===== src/design/a85_pkg.sv =====
package a85_pkg;

    // Character codes and encoder constants
    localparam logic [7:0] A85_OFFSET     = 8'h21;
    localparam logic [7:0] A85_ZERO_CHAR  = 8'h7A;
    localparam logic [7:0] A85_NEWLINE    = 8'h0A;
    localparam logic [7:0] A85_LINE_RESET = 8'd10;
    localparam logic [6:0] A85_BASE       = 7'd85;
    localparam logic [2:0] A85_FULL_DIGITS = 3'd5;

    // Reciprocal of 85 scaled by 2^38; exact quotient for any 32-bit dividend
    localparam logic [31:0] A85_RECIP       = 32'hC0C0C0C1;
    localparam int          A85_RECIP_SHIFT = 38;
    localparam int          A85_QUO_W       = 64 - A85_RECIP_SHIFT;

    // Input word
    typedef struct packed {
        logic [7:0] in_byte;
        logic       msg_last;
    } a85_in_t;

    // Output word
    typedef struct packed {
        logic [7:0] out_char;
        logic       run_last;
        logic       msg_end;
    } a85_out_t;

    // One group to encode, front to converter
    typedef struct packed {
        logic [31:0] val;
        logic [2:0]  ndig;
        logic        zero;
        logic        last;
    } a85_job_t;

    // Converted group, converter to emitter; dig[0] is most significant
    typedef struct packed {
        logic [4:0][6:0] dig;
        logic [2:0]      ndig;
        logic            zero;
        logic            last;
    } a85_res_t;

endpackage


===== src/design/ascii85_stream_encoder.sv =====
// Channel  Dir  Handshake          Word
// in       in   in_valid/in_stall  in_data   (in_byte, msg_last)
// out      out  out_valid/out_stall out_data (out_char, run_last, msg_end)
// cfg      in   cfg_valid/cfg_ready cfg_data (line_length)
//
// A nonzero four-byte group passes through the base-85 converter as four
// divide-by-85 steps, each a multiply state and a remainder state, plus hand-off;
// an all-zero group goes straight to hand-off.
// Characters leave at most one per cycle.
// Reset clears group, queue and line state and sets line_length to 10.
// out_stall holds the output register; backlog fills the group queue,
// then in_stall rises.
module ascii85_stream_encoder
    import a85_pkg::*;
#(
    parameter int QUEUE_DEPTH = 4
)
(
    input  logic       clk,
    input  logic       rst_n,
    input  logic       in_valid,
    output logic       in_stall,
    input  a85_in_t    in_data,
    output logic       out_valid,
    input  logic       out_stall,
    output a85_out_t   out_data,
    input  logic       cfg_valid,
    output logic       cfg_ready,
    input  logic [7:0] cfg_data
);

    logic     push;
    a85_job_t push_job;
    logic     q_full;
    logic     pop;
    logic     q_valid;
    a85_job_t q_job;
    logic     res_valid;
    a85_res_t res;
    logic     res_take;

    assign cfg_ready = 1'b1;

    a85_front u_front (
        .clk      (clk),
        .rst_n    (rst_n),
        .in_valid (in_valid),
        .in_stall (in_stall),
        .in_data  (in_data),
        .q_full   (q_full),
        .push     (push),
        .job      (push_job)
    );

    a85_queue #(
        .DEPTH (QUEUE_DEPTH)
    ) u_queue (
        .clk      (clk),
        .rst_n    (rst_n),
        .push     (push),
        .push_job (push_job),
        .full     (q_full),
        .pop      (pop),
        .q_valid  (q_valid),
        .q_job    (q_job)
    );

    a85_conv u_conv (
        .clk       (clk),
        .rst_n     (rst_n),
        .q_valid   (q_valid),
        .q_job     (q_job),
        .pop       (pop),
        .res_valid (res_valid),
        .res       (res),
        .res_take  (res_take)
    );

    a85_emit u_emit (
        .clk       (clk),
        .rst_n     (rst_n),
        .cfg_we    (cfg_valid && cfg_ready),
        .cfg_data  (cfg_data),
        .res_valid (res_valid),
        .res       (res),
        .res_take  (res_take),
        .out_valid (out_valid),
        .out_stall (out_stall),
        .out_data  (out_data)
    );

endmodule


===== src/design/a85_front.sv =====
module a85_front
    import a85_pkg::*;
(
    input  logic     clk,
    input  logic     rst_n,
    input  logic     in_valid,
    output logic     in_stall,
    input  a85_in_t  in_data,
    input  logic     q_full,
    output logic     push,
    output a85_job_t job
);

    logic [23:0] group_reg;
    logic [23:0] group_next;
    logic [1:0]  fill_reg;
    logic [1:0]  fill_next;
    logic        accept;
    logic [23:0] shifted;

    assign in_stall = q_full;
    assign accept   = in_valid && !q_full;
    assign shifted  = {group_reg[15:0], in_data.in_byte};

    // Gather bytes and classify: full group, final partial group, or hold
    always_comb
    begin
        group_next = group_reg;
        fill_next  = fill_reg;
        push       = 1'b0;
        job        = '0;
        if (accept)
        begin
            if (fill_reg == 2'd3)
            begin
                push       = 1'b1;
                job.val    = {group_reg, in_data.in_byte};
                job.ndig   = A85_FULL_DIGITS;
                job.zero   = ({group_reg, in_data.in_byte} == 32'd0);
                job.last   = in_data.msg_last;
                group_next = '0;
                fill_next  = '0;
            end
            else if (in_data.msg_last)
            begin
                push      = 1'b1;
                job.zero  = 1'b0;
                job.last  = 1'b1;
                job.ndig  = {1'b0, fill_reg} + 3'd2;
                case (fill_reg)
                    2'd0:    job.val = {shifted[7:0], 24'd0};
                    2'd1:    job.val = {shifted[15:0], 16'd0};
                    default: job.val = {shifted, 8'd0};
                endcase
                group_next = '0;
                fill_next  = '0;
            end
            else
            begin
                group_next = shifted;
                fill_next  = fill_reg + 2'd1;
            end
        end
    end

    // Hold group state
    always_ff @(posedge clk or negedge rst_n)
    begin
        if (!rst_n)
        begin
            group_reg <= '0;
            fill_reg  <= '0;
        end
        else
        begin
            group_reg <= group_next;
            fill_reg  <= fill_next;
        end
    end

endmodule


===== src/design/a85_queue.sv =====
module a85_queue
    import a85_pkg::*;
#(
    parameter int DEPTH = 4
)
(
    input  logic     clk,
    input  logic     rst_n,
    input  logic     push,
    input  a85_job_t push_job,
    output logic     full,
    input  logic     pop,
    output logic     q_valid,
    output a85_job_t q_job
);

    localparam int PTR_W = (DEPTH > 1) ? $clog2(DEPTH) : 1;
    localparam int CNT_W = $clog2(DEPTH + 1);
    localparam logic [PTR_W-1:0] PTR_LAST = PTR_W'(DEPTH - 1);
    localparam logic [CNT_W-1:0] CNT_FULL = CNT_W'(DEPTH);

    a85_job_t         mem_reg [DEPTH];
    logic [PTR_W-1:0] wr_ptr_reg;
    logic [PTR_W-1:0] wr_ptr_next;
    logic [PTR_W-1:0] rd_ptr_reg;
    logic [PTR_W-1:0] rd_ptr_next;
    logic [CNT_W-1:0] count_reg;
    logic [CNT_W-1:0] count_next;

    assign full    = (count_reg == CNT_FULL);
    assign q_valid = (count_reg != '0);
    assign q_job   = mem_reg[rd_ptr_reg];

    // Advance pointers and occupancy
    always_comb
    begin
        wr_ptr_next = wr_ptr_reg;
        rd_ptr_next = rd_ptr_reg;
        count_next  = count_reg;
        if (push)
        begin
            wr_ptr_next = (wr_ptr_reg == PTR_LAST) ? '0 : wr_ptr_reg + 1'b1;
        end
        if (pop)
        begin
            rd_ptr_next = (rd_ptr_reg == PTR_LAST) ? '0 : rd_ptr_reg + 1'b1;
        end
        if (push && !pop)
        begin
            count_next = count_reg + 1'b1;
        end
        else if (pop && !push)
        begin
            count_next = count_reg - 1'b1;
        end
    end

    always_ff @(posedge clk or negedge rst_n)
    begin
        if (!rst_n)
        begin
            wr_ptr_reg <= '0;
            rd_ptr_reg <= '0;
            count_reg  <= '0;
        end
        else
        begin
            wr_ptr_reg <= wr_ptr_next;
            rd_ptr_reg <= rd_ptr_next;
            count_reg  <= count_next;
        end
    end

    // Store pushed word
    always_ff @(posedge clk)
    begin
        if (push)
        begin
            mem_reg[wr_ptr_reg] <= push_job;
        end
    end

`ifndef NO_ASSERTIONS
    a_no_overflow: assert property (@(posedge clk) disable iff (!rst_n)
        !(push && full && !pop))
        else $error("queue written while full");

    a_count_range: assert property (@(posedge clk) disable iff (!rst_n)
        count_reg <= CNT_FULL)
        else $error("queue count out of range");

    a_no_underflow: assert property (@(posedge clk) disable iff (!rst_n)
        pop |-> q_valid)
        else $error("queue read while empty");
`endif

endmodule


===== src/design/a85_conv.sv =====
module a85_conv
    import a85_pkg::*;
(
    input  logic     clk,
    input  logic     rst_n,
    input  logic     q_valid,
    input  a85_job_t q_job,
    output logic     pop,
    output logic     res_valid,
    output a85_res_t res,
    input  logic     res_take
);

    typedef enum logic [3:0] {
        C_IDLE = 4'b0001,
        C_MUL  = 4'b0010,
        C_SUB  = 4'b0100,
        C_FIN  = 4'b1000
    } conv_state_t;

    conv_state_t           state_reg;
    conv_state_t           state_next;
    logic [31:0]           x_reg;
    logic [31:0]           x_next;
    logic [A85_QUO_W-1:0]  quo_reg;
    logic [A85_QUO_W-1:0]  quo_next;
    logic [1:0]            k_reg;
    logic [1:0]            k_next;
    logic [4:0][6:0]       dig_reg;
    logic [4:0][6:0]       dig_next;
    logic [2:0]            ndig_reg;
    logic [2:0]            ndig_next;
    logic                  zero_reg;
    logic                  zero_next;
    logic                  last_reg;
    logic                  last_next;
    a85_res_t              res_reg;
    a85_res_t              res_next;
    logic                  res_valid_reg;
    logic                  res_valid_next;
    logic [63:0]           mul_full;
    logic [31:0]           quo85;
    logic [31:0]           rem32;
    logic [2:0]            dig_idx;
    logic                  slot_free;

    assign res_valid = res_valid_reg;
    assign res       = res_reg;
    assign slot_free = !res_valid_reg || res_take;

    // Quotient by 85 through the scaled reciprocal, remainder on the next cycle
    assign mul_full = 64'(x_reg) * 64'(A85_RECIP);
    assign quo85    = 32'(quo_reg) * 32'(A85_BASE);
    assign rem32    = x_reg - quo85;
    assign dig_idx  = 3'd4 - {1'b0, k_reg};

    always_comb
    begin
        state_next     = state_reg;
        x_next         = x_reg;
        quo_next       = quo_reg;
        k_next         = k_reg;
        dig_next       = dig_reg;
        ndig_next      = ndig_reg;
        zero_next      = zero_reg;
        last_next      = last_reg;
        res_next       = res_reg;
        res_valid_next = res_take ? 1'b0 : res_valid_reg;
        pop            = 1'b0;

        unique case (state_reg)
            C_IDLE:
            begin
                pop = q_valid;
            end
            C_MUL:
            begin
                quo_next   = mul_full[63:A85_RECIP_SHIFT];
                state_next = C_SUB;
            end
            C_SUB:
            begin
                dig_next[dig_idx] = rem32[6:0];
                x_next            = 32'(quo_reg);
                k_next            = k_reg + 2'd1;
                state_next        = (k_reg == 2'd3) ? C_FIN : C_MUL;
            end
            C_FIN:
            begin
                if (slot_free)
                begin
                    res_next.dig    = {dig_reg[4:1], x_reg[6:0]};
                    res_next.ndig   = ndig_reg;
                    res_next.zero   = zero_reg;
                    res_next.last   = last_reg;
                    res_valid_next  = 1'b1;
                    pop             = q_valid;
                    state_next      = C_IDLE;
                end
            end
            default:
            begin
                state_next = C_IDLE;
            end
        endcase

        // Load the next group; an all-zero group needs no digits
        if (pop)
        begin
            x_next     = q_job.val;
            ndig_next  = q_job.ndig;
            zero_next  = q_job.zero;
            last_next  = q_job.last;
            k_next     = '0;
            state_next = q_job.zero ? C_FIN : C_MUL;
        end
    end

    always_ff @(posedge clk or negedge rst_n)
    begin
        if (!rst_n)
        begin
            state_reg     <= C_IDLE;
            res_valid_reg <= 1'b0;
            k_reg         <= '0;
        end
        else
        begin
            state_reg     <= state_next;
            res_valid_reg <= res_valid_next;
            k_reg         <= k_next;
        end
    end

    // Working and result data
    always_ff @(posedge clk)
    begin
        x_reg    <= x_next;
        quo_reg  <= quo_next;
        dig_reg  <= dig_next;
        ndig_reg <= ndig_next;
        zero_reg <= zero_next;
        last_reg <= last_next;
        res_reg  <= res_next;
    end

`ifndef NO_ASSERTIONS
    a_sub_after_mul: assert property (@(posedge clk) disable iff (!rst_n)
        (state_reg == C_SUB) |-> ($past(state_reg) == C_MUL))
        else $error("remainder step without a quotient");

    a_digit_range: assert property (@(posedge clk) disable iff (!rst_n)
        (res_valid_reg && !res_reg.zero) |->
        (res_reg.dig[0] < A85_BASE && res_reg.dig[4] < A85_BASE))
        else $error("base-85 digit out of range");
`endif

endmodule


===== src/design/a85_emit.sv =====
module a85_emit
    import a85_pkg::*;
(
    input  logic     clk,
    input  logic     rst_n,
    input  logic     cfg_we,
    input  logic [7:0] cfg_data,
    input  logic     res_valid,
    input  a85_res_t res,
    output logic     res_take,
    output logic     out_valid,
    input  logic     out_stall,
    output a85_out_t out_data
);

    typedef enum logic [3:0] {
        E_IDLE = 4'b0001,
        E_CHAR = 4'b0010,
        E_NL   = 4'b0100,
        E_TAIL = 4'b1000
    } emit_state_t;

    emit_state_t state_reg;
    emit_state_t state_next;
    a85_res_t    job_reg;
    a85_res_t    job_next;
    logic [2:0]  idx_reg;
    logic [2:0]  idx_next;
    logic [7:0]  col_reg;
    logic [7:0]  col_next;
    logic [7:0]  len_reg;
    logic [7:0]  len_next;
    logic        out_valid_reg;
    logic        out_valid_next;
    a85_out_t    out_data_reg;
    a85_out_t    out_data_next;
    logic        adv;
    logic [7:0]  col_inc;
    logic        wrap_on;
    logic        wrap;
    logic        more;
    logic        tail;
    logic [7:0]  cur_char;

    assign out_valid = out_valid_reg;
    assign out_data  = out_data_reg;
    assign res_take  = (state_reg == E_IDLE) && res_valid;
    assign adv       = !out_valid_reg || !out_stall;

    // Line bookkeeping for the character at hand
    assign col_inc  = col_reg + 8'd1;
    assign wrap_on  = (len_reg != 8'd0);
    assign wrap     = wrap_on && (col_inc >= len_reg);
    assign more     = ((idx_reg + 3'd1) < job_reg.ndig) && !job_reg.zero;
    assign tail     = job_reg.last && wrap_on && (col_inc != 8'd0);
    assign cur_char = job_reg.zero ? A85_ZERO_CHAR
                                   : ({1'b0, job_reg.dig[idx_reg]} + A85_OFFSET);

    always_comb
    begin
        state_next     = state_reg;
        job_next       = job_reg;
        idx_next       = idx_reg;
        col_next       = col_reg;
        len_next       = cfg_we ? cfg_data : len_reg;
        out_valid_next = adv ? 1'b0 : out_valid_reg;
        out_data_next  = out_data_reg;

        unique case (state_reg)
            E_IDLE:
            begin
                if (res_valid)
                begin
                    job_next   = res;
                    idx_next   = '0;
                    state_next = E_CHAR;
                end
            end
            E_CHAR:
            begin
                if (adv)
                begin
                    out_valid_next         = 1'b1;
                    out_data_next.out_char = cur_char;
                    out_data_next.run_last = 1'b0;
                    out_data_next.msg_end  = 1'b0;
                    if (wrap)
                    begin
                        col_next   = '0;
                        state_next = E_NL;
                    end
                    else
                    begin
                        if (wrap_on)
                        begin
                            col_next = col_inc;
                        end
                        if (more)
                        begin
                            idx_next = idx_reg + 3'd1;
                        end
                        else if (tail)
                        begin
                            state_next = E_TAIL;
                        end
                        else
                        begin
                            out_data_next.run_last = 1'b1;
                            out_data_next.msg_end  = job_reg.last;
                            state_next             = E_IDLE;
                            if (job_reg.last)
                            begin
                                col_next = '0;
                            end
                        end
                    end
                end
            end
            E_NL:
            begin
                if (adv)
                begin
                    out_valid_next         = 1'b1;
                    out_data_next.out_char = A85_NEWLINE;
                    out_data_next.run_last = !more;
                    out_data_next.msg_end  = !more && job_reg.last;
                    if (more)
                    begin
                        idx_next   = idx_reg + 3'd1;
                        state_next = E_CHAR;
                    end
                    else
                    begin
                        state_next = E_IDLE;
                    end
                end
            end
            E_TAIL:
            begin
                if (adv)
                begin
                    out_valid_next         = 1'b1;
                    out_data_next.out_char = A85_NEWLINE;
                    out_data_next.run_last = 1'b1;
                    out_data_next.msg_end  = 1'b1;
                    col_next               = '0;
                    state_next             = E_IDLE;
                end
            end
            default:
            begin
                state_next = E_IDLE;
            end
        endcase
    end

    always_ff @(posedge clk or negedge rst_n)
    begin
        if (!rst_n)
        begin
            state_reg     <= E_IDLE;
            idx_reg       <= '0;
            col_reg       <= '0;
            len_reg       <= A85_LINE_RESET;
            out_valid_reg <= 1'b0;
        end
        else
        begin
            state_reg     <= state_next;
            idx_reg       <= idx_next;
            col_reg       <= col_next;
            len_reg       <= len_next;
            out_valid_reg <= out_valid_next;
        end
    end

    // Hold group and output word
    always_ff @(posedge clk)
    begin
        job_reg      <= job_next;
        out_data_reg <= out_data_next;
    end

`ifndef NO_ASSERTIONS
    a_end_is_last: assert property (@(posedge clk) disable iff (!rst_n)
        (out_valid_reg && out_data_reg.msg_end) |-> out_data_reg.run_last)
        else $error("message end not on a run's last word");

    a_tail_at_end: assert property (@(posedge clk) disable iff (!rst_n)
        (state_reg == E_TAIL) |-> (job_reg.last && len_reg != 8'd0))
        else $error("closing newline outside message end");
`endif

endmodule

===== config.mk =====
export PLATFORM = sky130hd
export DESIGN_NAME = ascii85_stream_encoder
export DESIGN_NICKNAME = d
export VERILOG_FILES = /design/src/design/a85_pkg.sv /design/src/design/ascii85_stream_encoder.sv /design/src/design/a85_front.sv /design/src/design/a85_queue.sv /design/src/design/a85_conv.sv /design/src/design/a85_emit.sv
export SDC_FILE = /design/constraint.sdc
export NUM_CORES = 1
export LEC_CHECK = 0
export BUFFER_PORTS_ARGS = -buffer_cell sky130_fd_sc_hd__buf_2
export CORE_MARGIN = 2
export CORE_UTILIZATION = 70
export DETAILED_ROUTE_END_ITERATION = 6
export PLACE_DENSITY = 0.86
export SYNTH_ARGS = -nofsm -noshare
export SYNTH_HDL_FRONTEND = slang
export SYNTH_SLANG_ARGS = --single-unit

===== constraint.sdc =====
create_clock -name clk -period 14.19 [get_ports clk]
set_input_delay 1.419 -clock clk [delete_from_list [all_inputs] [get_ports clk]]
set_output_delay 1.419 -clock clk [all_outputs]
set_load 0.1 [all_outputs]

# [After elaboration in Yosys (flattened, before gate mapping)]
# Memory sizes are Yosys's and may differ from the RTL's.
# Cells that the tools add are included.
[word_totals] register_bits=252 ram_bits=148 input_bits=22 out_inout_bits=13 elab_cells=192 mem_count=1
[op_classes] add_sub_neg=12 mul=2 n_lt_le_gt_ge=5 n_eq_ne=22 n_mux=70 reduce_logical=38
[memory_table] memory="u_queue.mem_reg" words=4 width=37 read_ports=1 rd_clocked_by_memory_dff=0 write_ports=1 line_no="a85_queue.sv:22" source="a85_job_t mem_reg [DEPTH];"
[ops] operator="$mux W37" count=3
[ops] operator="$mul A32 B32 Y64 const B" count=1
[ops] operator="$mux W32" count=2
[ops] operator="$mux W8" count=8
[ops] operator="$pmux W32 S2" count=1
[ops] operator="$mux W24" count=2
[ops] operator="$mux W4" count=11
[ops] operator="$bwmux W35" count=1
[ops] operator="$logic_not A32 Y1" count=1
[ops] operator="$pmux W4 S4" count=2
[ops] operator="$mux W10" count=3
[ops] operator="$pmux W10 S3" count=1
[ops] operator="$mul A26 B7 Y7 const B" count=1
[ops] operator="$bmux W7 S3" count=1
[ops] operator="$demux W7 S3" count=1
[ops] operator="$mux W3" count=7
[ops] operator="$mux W2" count=10
[ops] operator="$pmux W8 S2" count=1
[ops] operator="$reduce_bool A8 Y1" count=2
[ops] operator="$mux W7" count=2
[ops] operator="$mux W1" count=12
[ops] operator="$logic_and A1 B1 Y1" count=10
[ops] operator="$reduce_and A5 Y1" count=2
[ops] operator="$pmux W3 S3" count=1
[ops] operator="other kinds (32)" count=63

# [Depth between registers and ports, before layout]
# Gate-level depths: netlist of run 1.
[logic_depth] ltp_word=8 depth_mapped=23

# [Modules after synthesis]
# A second synthesis of run 1 with hierarchy kept.
[hier_totals] hier_cells=2207 area_unflattened_um2=27089.7
[by_module_without_submodules] module="a85_conv" instances=1 cells_per_inst=1463 area_each_um2=15698.8 seq_area_each_um2=4110.2
[by_module_without_submodules] module="a85_queue" instances=1 cells_per_inst=230 area_each_um2=5746.8 seq_area_each_um2=4619.4
[by_module_without_submodules] module="a85_emit" instances=1 cells_per_inst=312 area_each_um2=3818.7 seq_area_each_um2=2105.8
[by_module_without_submodules] module="a85_front" instances=1 cells_per_inst=200 area_each_um2=1814.2 seq_area_each_um2=650.6
[by_module_without_submodules] module="ascii85_stream_encoder" instances=1 cells_per_inst=2 area_each_um2=11.3 seq_area_each_um2=0.0

# [Worst setup path after synthesis of run 1]
# No wires, ideal clock.
[synth_path] kind="flip-flop to flip-flop" start="register u_conv.x_reg[10]" end="register u_conv.quo_reg[23], data pin" arrival_time_ns=5.946 path_slack_ns=7.986 stages_incl_launch_ff=21 path_buffers=0 cell_sequence="edfxtp_1 -> ha_1 -> ha_1 -> fa_1 -> fa_1 -> inv_1 -> fa_1 -> fa_1 -> inv_1 -> fa_1 -> ha_1 -> ha_1 -> a21oi_1 -> o21bai_1 -> a211oi_1 -> nor2_1 -> a2111oi_0 -> o21ai_0 -> a21oi_1 -> o21ai_1 -> xnor2_1"
[synth_between] elab_chain_cells=1
[synth_rtl] item="start: declaration" line_no="a85_conv.sv:23" source="logic [31:0] x_reg;"
[synth_rtl] item="start signal: assignment" line_no="a85_conv.sv:138" source="x_reg <= x_next;"
[synth_rtl] item="$mul A32 B32 Y64" line_no="a85_conv.sv:52" source="assign mul_full = 64'(x_reg) * 64'(A85_RECIP);"
[synth_rtl] item="named net u_conv.mul_full[61]" line_no="a85_conv.sv:41" source="logic [63:0] mul_full;"
[synth_rtl] item="end signal: assignment" line_no="a85_conv.sv:139" source="quo_reg <= quo_next;"
[synth_rtl] item="end: declaration" line_no="a85_conv.sv:25" source="logic [A85_QUO_W-1:0] quo_reg;"
# The timed path passes the listed nets, and every way through them passes these cells.
# A chain may end at the register's enable or synchronous reset.

# [Worst setup path after layout of run 1]
[layout_path] start="register u_conv.x_reg[21]" end="register u_conv.quo_reg[23], data pin"
# The elaborated chain is that of the path after synthesis.

==> results of run 1 <==
cells in the mapped netlist (9+ instances only):
cell	count
and3_1	18
nor3_1	13
nand3_1	18
ha_1	355
a22o_1	26
a22oi_1	24
xor2_1	22
dfrtp_1	60
nand4_1	19
nand2_1	112
mux2i_1	9
clkbuf_1	32
o21ai_0	58
nor2b_1	18
a31oi_1	17
o211ai_1	9
fa_1	172
a21oi_1	80
nor2_1	81
o21bai_1	16
and2_1	11
inv_1	379
nor4_1	11
xnor2_1	36
edfxtp_1	329
a21o_1	22
mux4_2	44
mux2_2	30
cell families after synthesis:
group / Yosys count / synth area share, %
adders and majority gates: 527 / 29.81
buffers and inverters: 420 / 5.980
DFF: 393 / 43.43
and+or+nand+nor: 338 / 6.155
AOI/OAI and AO/OA: 300 / 7.323
muxes: 83 / 5.365
xor gates and xnor gates: 58 / 1.921
other: 1 / 0.01418
worst register-to-register path: stages (launching register included):
cell and delay [ps]:
edfxtp_1 520, ha_1 350, ha_1 330, ha_1 320, inv_1 70, fa_1 490
fa_1 520, inv_1 50, fa_1 470, fa_1 490, ha_1 320, ha_1 390
nand4_2 170, or4_1 580, o311ai_0 890, a2111oi_0 260, buf_4 230, o21ai_0 260
a21oi_1 150, o21ai_1 170, xnor2_1 90
through the flow:
stage               cell area (µm²)  hold slack [ps]
global placement              27220            400.2
global route                  28420            419.5
CTS                           28420            415.1
detailed placement            27220            404.5
floorplan                     26450            400.3
finish                        28420            414.2
layout make-up:
class	count	share of cell area, %
repair buffers	44	0.8716
well taps	511	2.249
clock inverters	22	0.6515
multi-input cells	1307	47.22
clock buffers	47	3.574
inverters	380	5.018
flip-flops and latches	393	40.41
worst paths after layout:
check / from / end / slack [ps] / depth (start not counted)
setup / recovery: u_conv.x_reg[21]$_DFFE_PP_ / u_conv.quo_reg[23]$_DFFE_PP_ / 6800 / 20
hold / removal: u_conv.res[36]$_DFFE_PP_ / u_emit.job_reg[36]$_DFFE_PP_ / 410 / 0
setup reg to reg: u_conv.x_reg[21]$_DFFE_PP_ / u_conv.quo_reg[23]$_DFFE_PP_ / 6800 / 20
hold reg to reg: u_conv.res[36]$_DFFE_PP_ / u_emit.job_reg[36]$_DFFE_PP_ / 410 / 0
max in group asynchronous: rst_n / u_queue.rd_ptr_reg[0]$_DFFE_PN0P_ / 12510 / 2
min in group asynchronous: rst_n / u_emit.idx_reg[1]$_DFFE_PN0P_ / 1060 / 2
metal layers:
metal  routed length [µm]  up-vias
li1                     -     7532
met1                25360     8454
met2                30880      802
met3                 4486      117
met4                 2060        0
met5                    0        -
==> impl_metrics.csv, run 1 <==
group,metric,value,unit
setup_path,critical-path-slowest-cell,"o311ai_0",
grt,grt_first_pass_wirelength,98.16,mm
die,design.core.area,37400,µm²
timing,layout_worst_path_cycle_share,52.08,%
cells_and_area,mostFrequentLayoutCells,"379 x inv_1, 355 x ha_1, 329 x edfxtp_1",
synthesis,synth.yosys.seq_area_share,43.43,%
synthesis,unique_masters_post_synth,65,
placed_design,port_buffers,33,
placed_design,post-dp-hpwl,48.00,mm
cells_and_area,footprint_of_the_multi_input_gates,13420,µm²
setup_path,critPathArrivalTime,7690,ps
cells_and_area,final_net_count,2714,
grt,grt.met1_usage,47.33,%
cells_and_area,layout.area.seq,11490,µm²
synthesis,ys_seq_elements,393,
timing,max_clock_freq,0.1353,GHz
die,top_level_ports,35,
clock_tree,clock_tree.buffer_depth,3,
timing,final_hold_viol_count,0,
grt,globalRoute.busiestLayer,"met2",
die,initial_core_util,70.72,%
grt,grt_start_max_net_pins,65,
setup_path,required,14490,ps
timing,grt_setup_unrepaired,"false",
clock_tree,htreeDepth,2,
die,fp.dieW,198.4,µm
timing,slew_headroom,17.19,%
setup_path,crit_chain,"ha_1 > ha_1 > ha_1 > inv_1 > fa_1 > fa_1 > inv_1 > fa_1 > fa_1 > ha_1 > ha_1 > nand4_2 > or4_1 > o311ai_0 > a2111oi_0 > buf_4 > o21ai_0 > a21oi_1 > o21ai_1 > xnor2_1",
status,run_status,"completed",
clock_tree,clock_sink_count,393,
detailed_routing,ant_nets,0,
synthesis,post_synth_edffs,329,
clock_tree,cts.repair.resized,0,
clock_tree,cts_inserted_buffers,39,
synthesis,synthFlopType,"edfxtp_1",
detailed_routing,detail_route.iter0.violations,1641,
timing,timing_worst_slew_pin_value,1238,ps
synthesis,yosys-top-cells-area,"edfxtp_1 37%, ha_1 17%, fa_1 13%, dfrtp_1 5.7%, inv_1 5.4%",
min_path,timing.hold.worst.class,"reg2reg",
cells_and_area,final_util,76.00,%
die,die_outline_area,39350,µm²
timing,report.final.slew_viol_count,0,
die,die_height,198.4,µm
setup_path,path_delay_family,"adder cells",
clock_tree,cts.hold.buffers_added,0,
setup_path,max_incr_delay_on_cp,890,ps
clock_tree,clock_insertion_delay_worst_skew,550,ps
placed_design,finalWeightedCongestion,0.9990,
grt,all_layer_global_routing_usage,33.44,%
detailed_routing,drt-total-wl,62.79,mm
placed_design,place_worst_setup_slack,7035,ps
timing,clock-skew-final,31.57,ps
synthesis,synth.yosys.warnings,0,
grt,remaining_global_route_overflow,0,
setup_path,cpMostUsedCell,"ha_1",
cells_and_area,synthesis_to_layout_area_growth,7.475,%
grt,antenna_found_initial,1,
flow_run,max_cap_viol_count,0,
cells_and_area,antenna_cells,0,
timing,final.min_clock_period,7391,ps
synthesis,postSynthAreaPerCell,12.48,µm²
cells_and_area,fin_cells,2704,
synthesis,synth_cells,2120,
timing,fin_tns_setup,0,ps
cells_and_area,n_fill_cell,2277,
clock_tree,cts_tree,"yes",
cells_and_area,final_layout_size_suffix_gt1_share,9.211,%
synthesis,netlist_area,26450,µm²
die,fp-row-count,71,
detailed_routing,vias,16910,
grt,global_routing_usage_on_met2,55.15,%
grt,routing_usage_on_met3,3.883,%
detailed_routing,first_pass_iters,6,
timing,final.setup.worst_slack,6799,ps
cells_and_area,max_ffs_per_register,148,
cells_and_area,layout.cells.most_common,"inv_1",
setup_path,largest_fanout_on_the_critical_path,5,
setup_path,timing.setup.critical_path_class,"reg2reg",
timing,final-setup-viol-count,0,
synthesis,synth_top_area_cell,"edfxtp_1",
detailed_routing,remaining_drc_errors,0,
detailed_routing,drt-vias-per-instance,6.252,
grt,first_global_vias,17410,
clock_tree,cts_setup_buffers,0,
setup_path,cp-start-kind,"flop",
synthesis,mappedNetlistNets,2669,
setup_path,endpoint_kind,"flop",
synthesis,synth-async-reset-ratio,16.28,%
detailed_routing,wl_per_cell,23.22,µm
setup_path,worst-path-buf-inv,3,
placed_design,dp_cells,2635,
clock_tree,cts-root-buf,"clkbuf_16",
clock_tree,cts.clk_slew.worst_paths,60,ps
synthesis,synth.top_cell.area_share,37.35,%
Power of run 1 is left out: the tool's default activity adds up to more than one toggle a clock period on the data nets, which glitch-free logic cannot reach.
==> inputs of run 2 (changes only) <==
--- a/config.mk
+++ b/config.mk
@@ -7,9 +7,9 @@
 export LEC_CHECK = 0
 export BUFFER_PORTS_ARGS = -buffer_cell sky130_fd_sc_hd__buf_2
 export CORE_MARGIN = 2
-export CORE_UTILIZATION = 70
+export CORE_UTILIZATION = 58
 export DETAILED_ROUTE_END_ITERATION = 6
-export PLACE_DENSITY = 0.86
+export PLACE_DENSITY = 0.76
 export SYNTH_ARGS = -nofsm -noshare
 export SYNTH_HDL_FRONTEND = slang
 export SYNTH_SLANG_ARGS = --single-unit
==> constraint.sdc (replaced) <==
create_clock -name clk -period 6.3 [get_ports clk]
set_input_delay 0.63 -clock clk [delete_from_list [all_inputs] [get_ports clk]]
set_output_delay 0.63 -clock clk [all_outputs]
set_load 0.1 [all_outputs]
==> run 2 against run 1 <==
  * The flow now finishes with violations (negative setup slack)
  * Wire length grew 5.7%
  * Via count is 3.8% higher
  * Die area rose by 20%
  * Critical path depth rose by 1
  * Clock-buffer cell count is 5 higher
  * First-iteration DRC count fell by 12%
  * Worst hold slack lost 180 ps
  * Setup slack got worse by 6800 ps
  * Clock skew rose by 15 ps
  * Critical endpoint is now u_conv.quo_reg[15]$_DFFE_PP_
  * Largest cell class unchanged
==> impl_metrics.csv, run 2 (same netlist as run 1, synthesis figures left out) <==
group,metric,value,unit
status,run_status,"complete, but fails checks",
status,failed_checks,"negative setup slack",
die,fp-row-count,78,
grt,grt_first_pass_wirelength,99.55,mm
cells_and_area,final_net_count,2919,
die,die_height,217.5,µm
cells_and_area,final_layout_size_suffix_gt1_share,24.41,%
detailed_routing,detail_route.iter0.violations,1437,
grt,grt_start_max_net_pins,65,
timing,hold_slack,235.1,ps
cells_and_area,mostFrequentLayoutCells,"370 x inv_1, 329 x edfxtp_1, 251 x ha_1",
setup_path,required,6660,ps
setup_path,worst_setup_path_endpoint,"u_conv.quo_reg[15]$_DFFE_PP_",
detailed_routing,drt-total-wl,66.36,mm
setup_path,worst_reg2reg_endpoint,"u_conv.quo_reg[15]$_DFFE_PP_",
placed_design,post-dp-hpwl,46.75,mm
clock_tree,clock_sink_count,393,
die,initial_core_util,58.53,%
placed_design,port_buffers,33,
clock_tree,cts.clk_slew.worst_paths,70,ps
clock_tree,clock_tree.buffer_depth,3,
timing,final.min_clock_period,6339,ps
clock_tree,cts_tree,"yes",
setup_path,largest_fanout_on_the_critical_path,2,
grt,all_layer_global_routing_usage,27.77,%
detailed_routing,drt-vias-per-instance,5.848,
timing,clock-skew-final,46.31,ps
setup_path,rrSetupSlack,-40,ps
cells_and_area,antenna_cells,0,
timing,report.final.slew_viol_count,0,
timing,grt_setup_unrepaired,"true",
setup_path,endpoint_kind,"flop",
cells_and_area,n_fill_cell,2878,
detailed_routing,vias,17550,
setup_path,r2r-start,"u_conv.x_reg[22]$_DFFE_PP_",
die,design.core.area,45190,µm²
timing,timing_worst_slew_pin_value,1162,ps
detailed_routing,first_pass_iters,5,
setup_path,timing.setup.critical_path_class,"reg2reg",
cells_and_area,synthesis_to_layout_area_growth,20.48,%
die,die_outline_area,47320,µm²
clock_tree,cts-root-buf,"clkbuf_16",
die,top_level_ports,35,
min_path,timing.hold.worst.class,"in2async",
timing,max_clock_freq,0.1577,GHz
placed_design,finalWeightedCongestion,0.9714,
die,fp.dieW,217.5,µm
timing,final-setup-viol-count,3,
grt,first_global_vias,17980,
timing,layout_worst_path_cycle_share,100.6,%
cells_and_area,layout.cells.most_common,"inv_1",
grt,remaining_global_route_overflow,0,
cells_and_area,max_ffs_per_register,148,
setup_path,r2r.worst_path.cells,21,
detailed_routing,ant_nets,0,
clock_tree,cts.hold.buffers_added,0,
clock_tree,htreeDepth,2,
detailed_routing,wl_per_cell,22.11,µm
setup_path,cp-start-kind,"flop",
clock_tree,cts_inserted_buffers,40,
grt,antenna_found_initial,0,
timing,final_hold_viol_count,0,
timing,slew_headroom,22.24,%
flow_run,max_cap_viol_count,0,
timing,final.setup.worst_slack,-39.23,ps
timing,fin_tns_setup,-63.95,ps
detailed_routing,remaining_drc_errors,0,
setup_path,critPathArrivalTime,6700,ps
clock_tree,clock_insertion_delay_worst_skew,600,ps
setup_path,crit_path_start,"u_conv.x_reg[22]$_DFFE_PP_",
-- run 2: repair_timing --
item | in CTS | in global routing
endpoints found under the setup margin | 25 | 24
pin swaps | 51 | 104
cloned | 0 | 0
setup buffers | 20 | 17
gates resized for setup | 99 | 127
-- run 2: final cells by class --
| cell class | instances | area (µm²) | area share, % |
|---|---|---|---|
| inverter | 380 | 1429 | 4.484 |
| tap | 600 | 750.7 | 2.356 |
| multi-input combinational | 1307 | 15100 | 47.38 |
| sequential | 393 | 11490 | 36.05 |
| timing repair buffer | 248 | 1817 | 5.702 |
| clock buffer | 52 | 1056 | 3.314 |
| clock inverter | 21 | 226.5 | 0.7108 |
-- run 2: worst max-delay path: stages, from the launching register on --
cell and delay [ps]:
edfxtp_1 430, buf_4 170, ha_4 260, ha_4 190, ha_2 340, inv_1 80, fa_2 590, fa_1 430
inv_1 90, fa_1 460, fa_2 600, ha_4 220, ha_4 270, nand4_4 90, or4_4 530, or3_4 360
a211oi_4 240, nor4_4 90, o21ai_2 230, a31oi_4 130, xnor2_1 160, buf_4 140
-- run 2: metrics by stage --
step | setup WS (ps) | std cells | util [%] | instance area [µm²]
floorplan | 96.02 | 2120 | - | 26450
global placement | -484.0 | 2891 | 63.27 | 28590
detailed placement | -581.6 | 2891 | 63.27 | 28590
CTS | 2.292 | 2984 | 68.20 | 30820
global route | -163.4 | 3001 | 70.52 | 31860
finish | -39.23 | 3001 | 70.52 | 31860
-- run 2: worst min path at each step --
stage | endpoint | cells past startpoint | startpoint
after detailed placement | u_conv.res[23]$_DFFE_PP_ | 0 | u_conv.dig_reg[18]$_DFFE_PP_
after floorplan | async pin | 0 | rst_n
final | u_emit.idx_reg[0]$_DFFE_PN0P_ | 2 | rst_n
after global placement | u_conv.res[22]$_DFFE_PP_ | 0 | u_conv.dig_reg[17]$_DFFE_PP_
after global routing | u_emit.len_reg[2]$_DFFE_PN0P_ | 3 | cfg_data[2]
after CTS | u_emit.len_reg[1]$_DFFE_PN1P_ | 3 | cfg_data[1]
-- run 2: routing by layer --
metal  up-vias  share of wire [%]  GRT usage [%]
li1       7956                  -              -
met1      8756                 40          37.79
met2       675                 48          44.77
met3       163                6.9          4.826
met4         0                4.7          10.91
met5         -                  0              0
Power of run 2 is left out for the same reason.
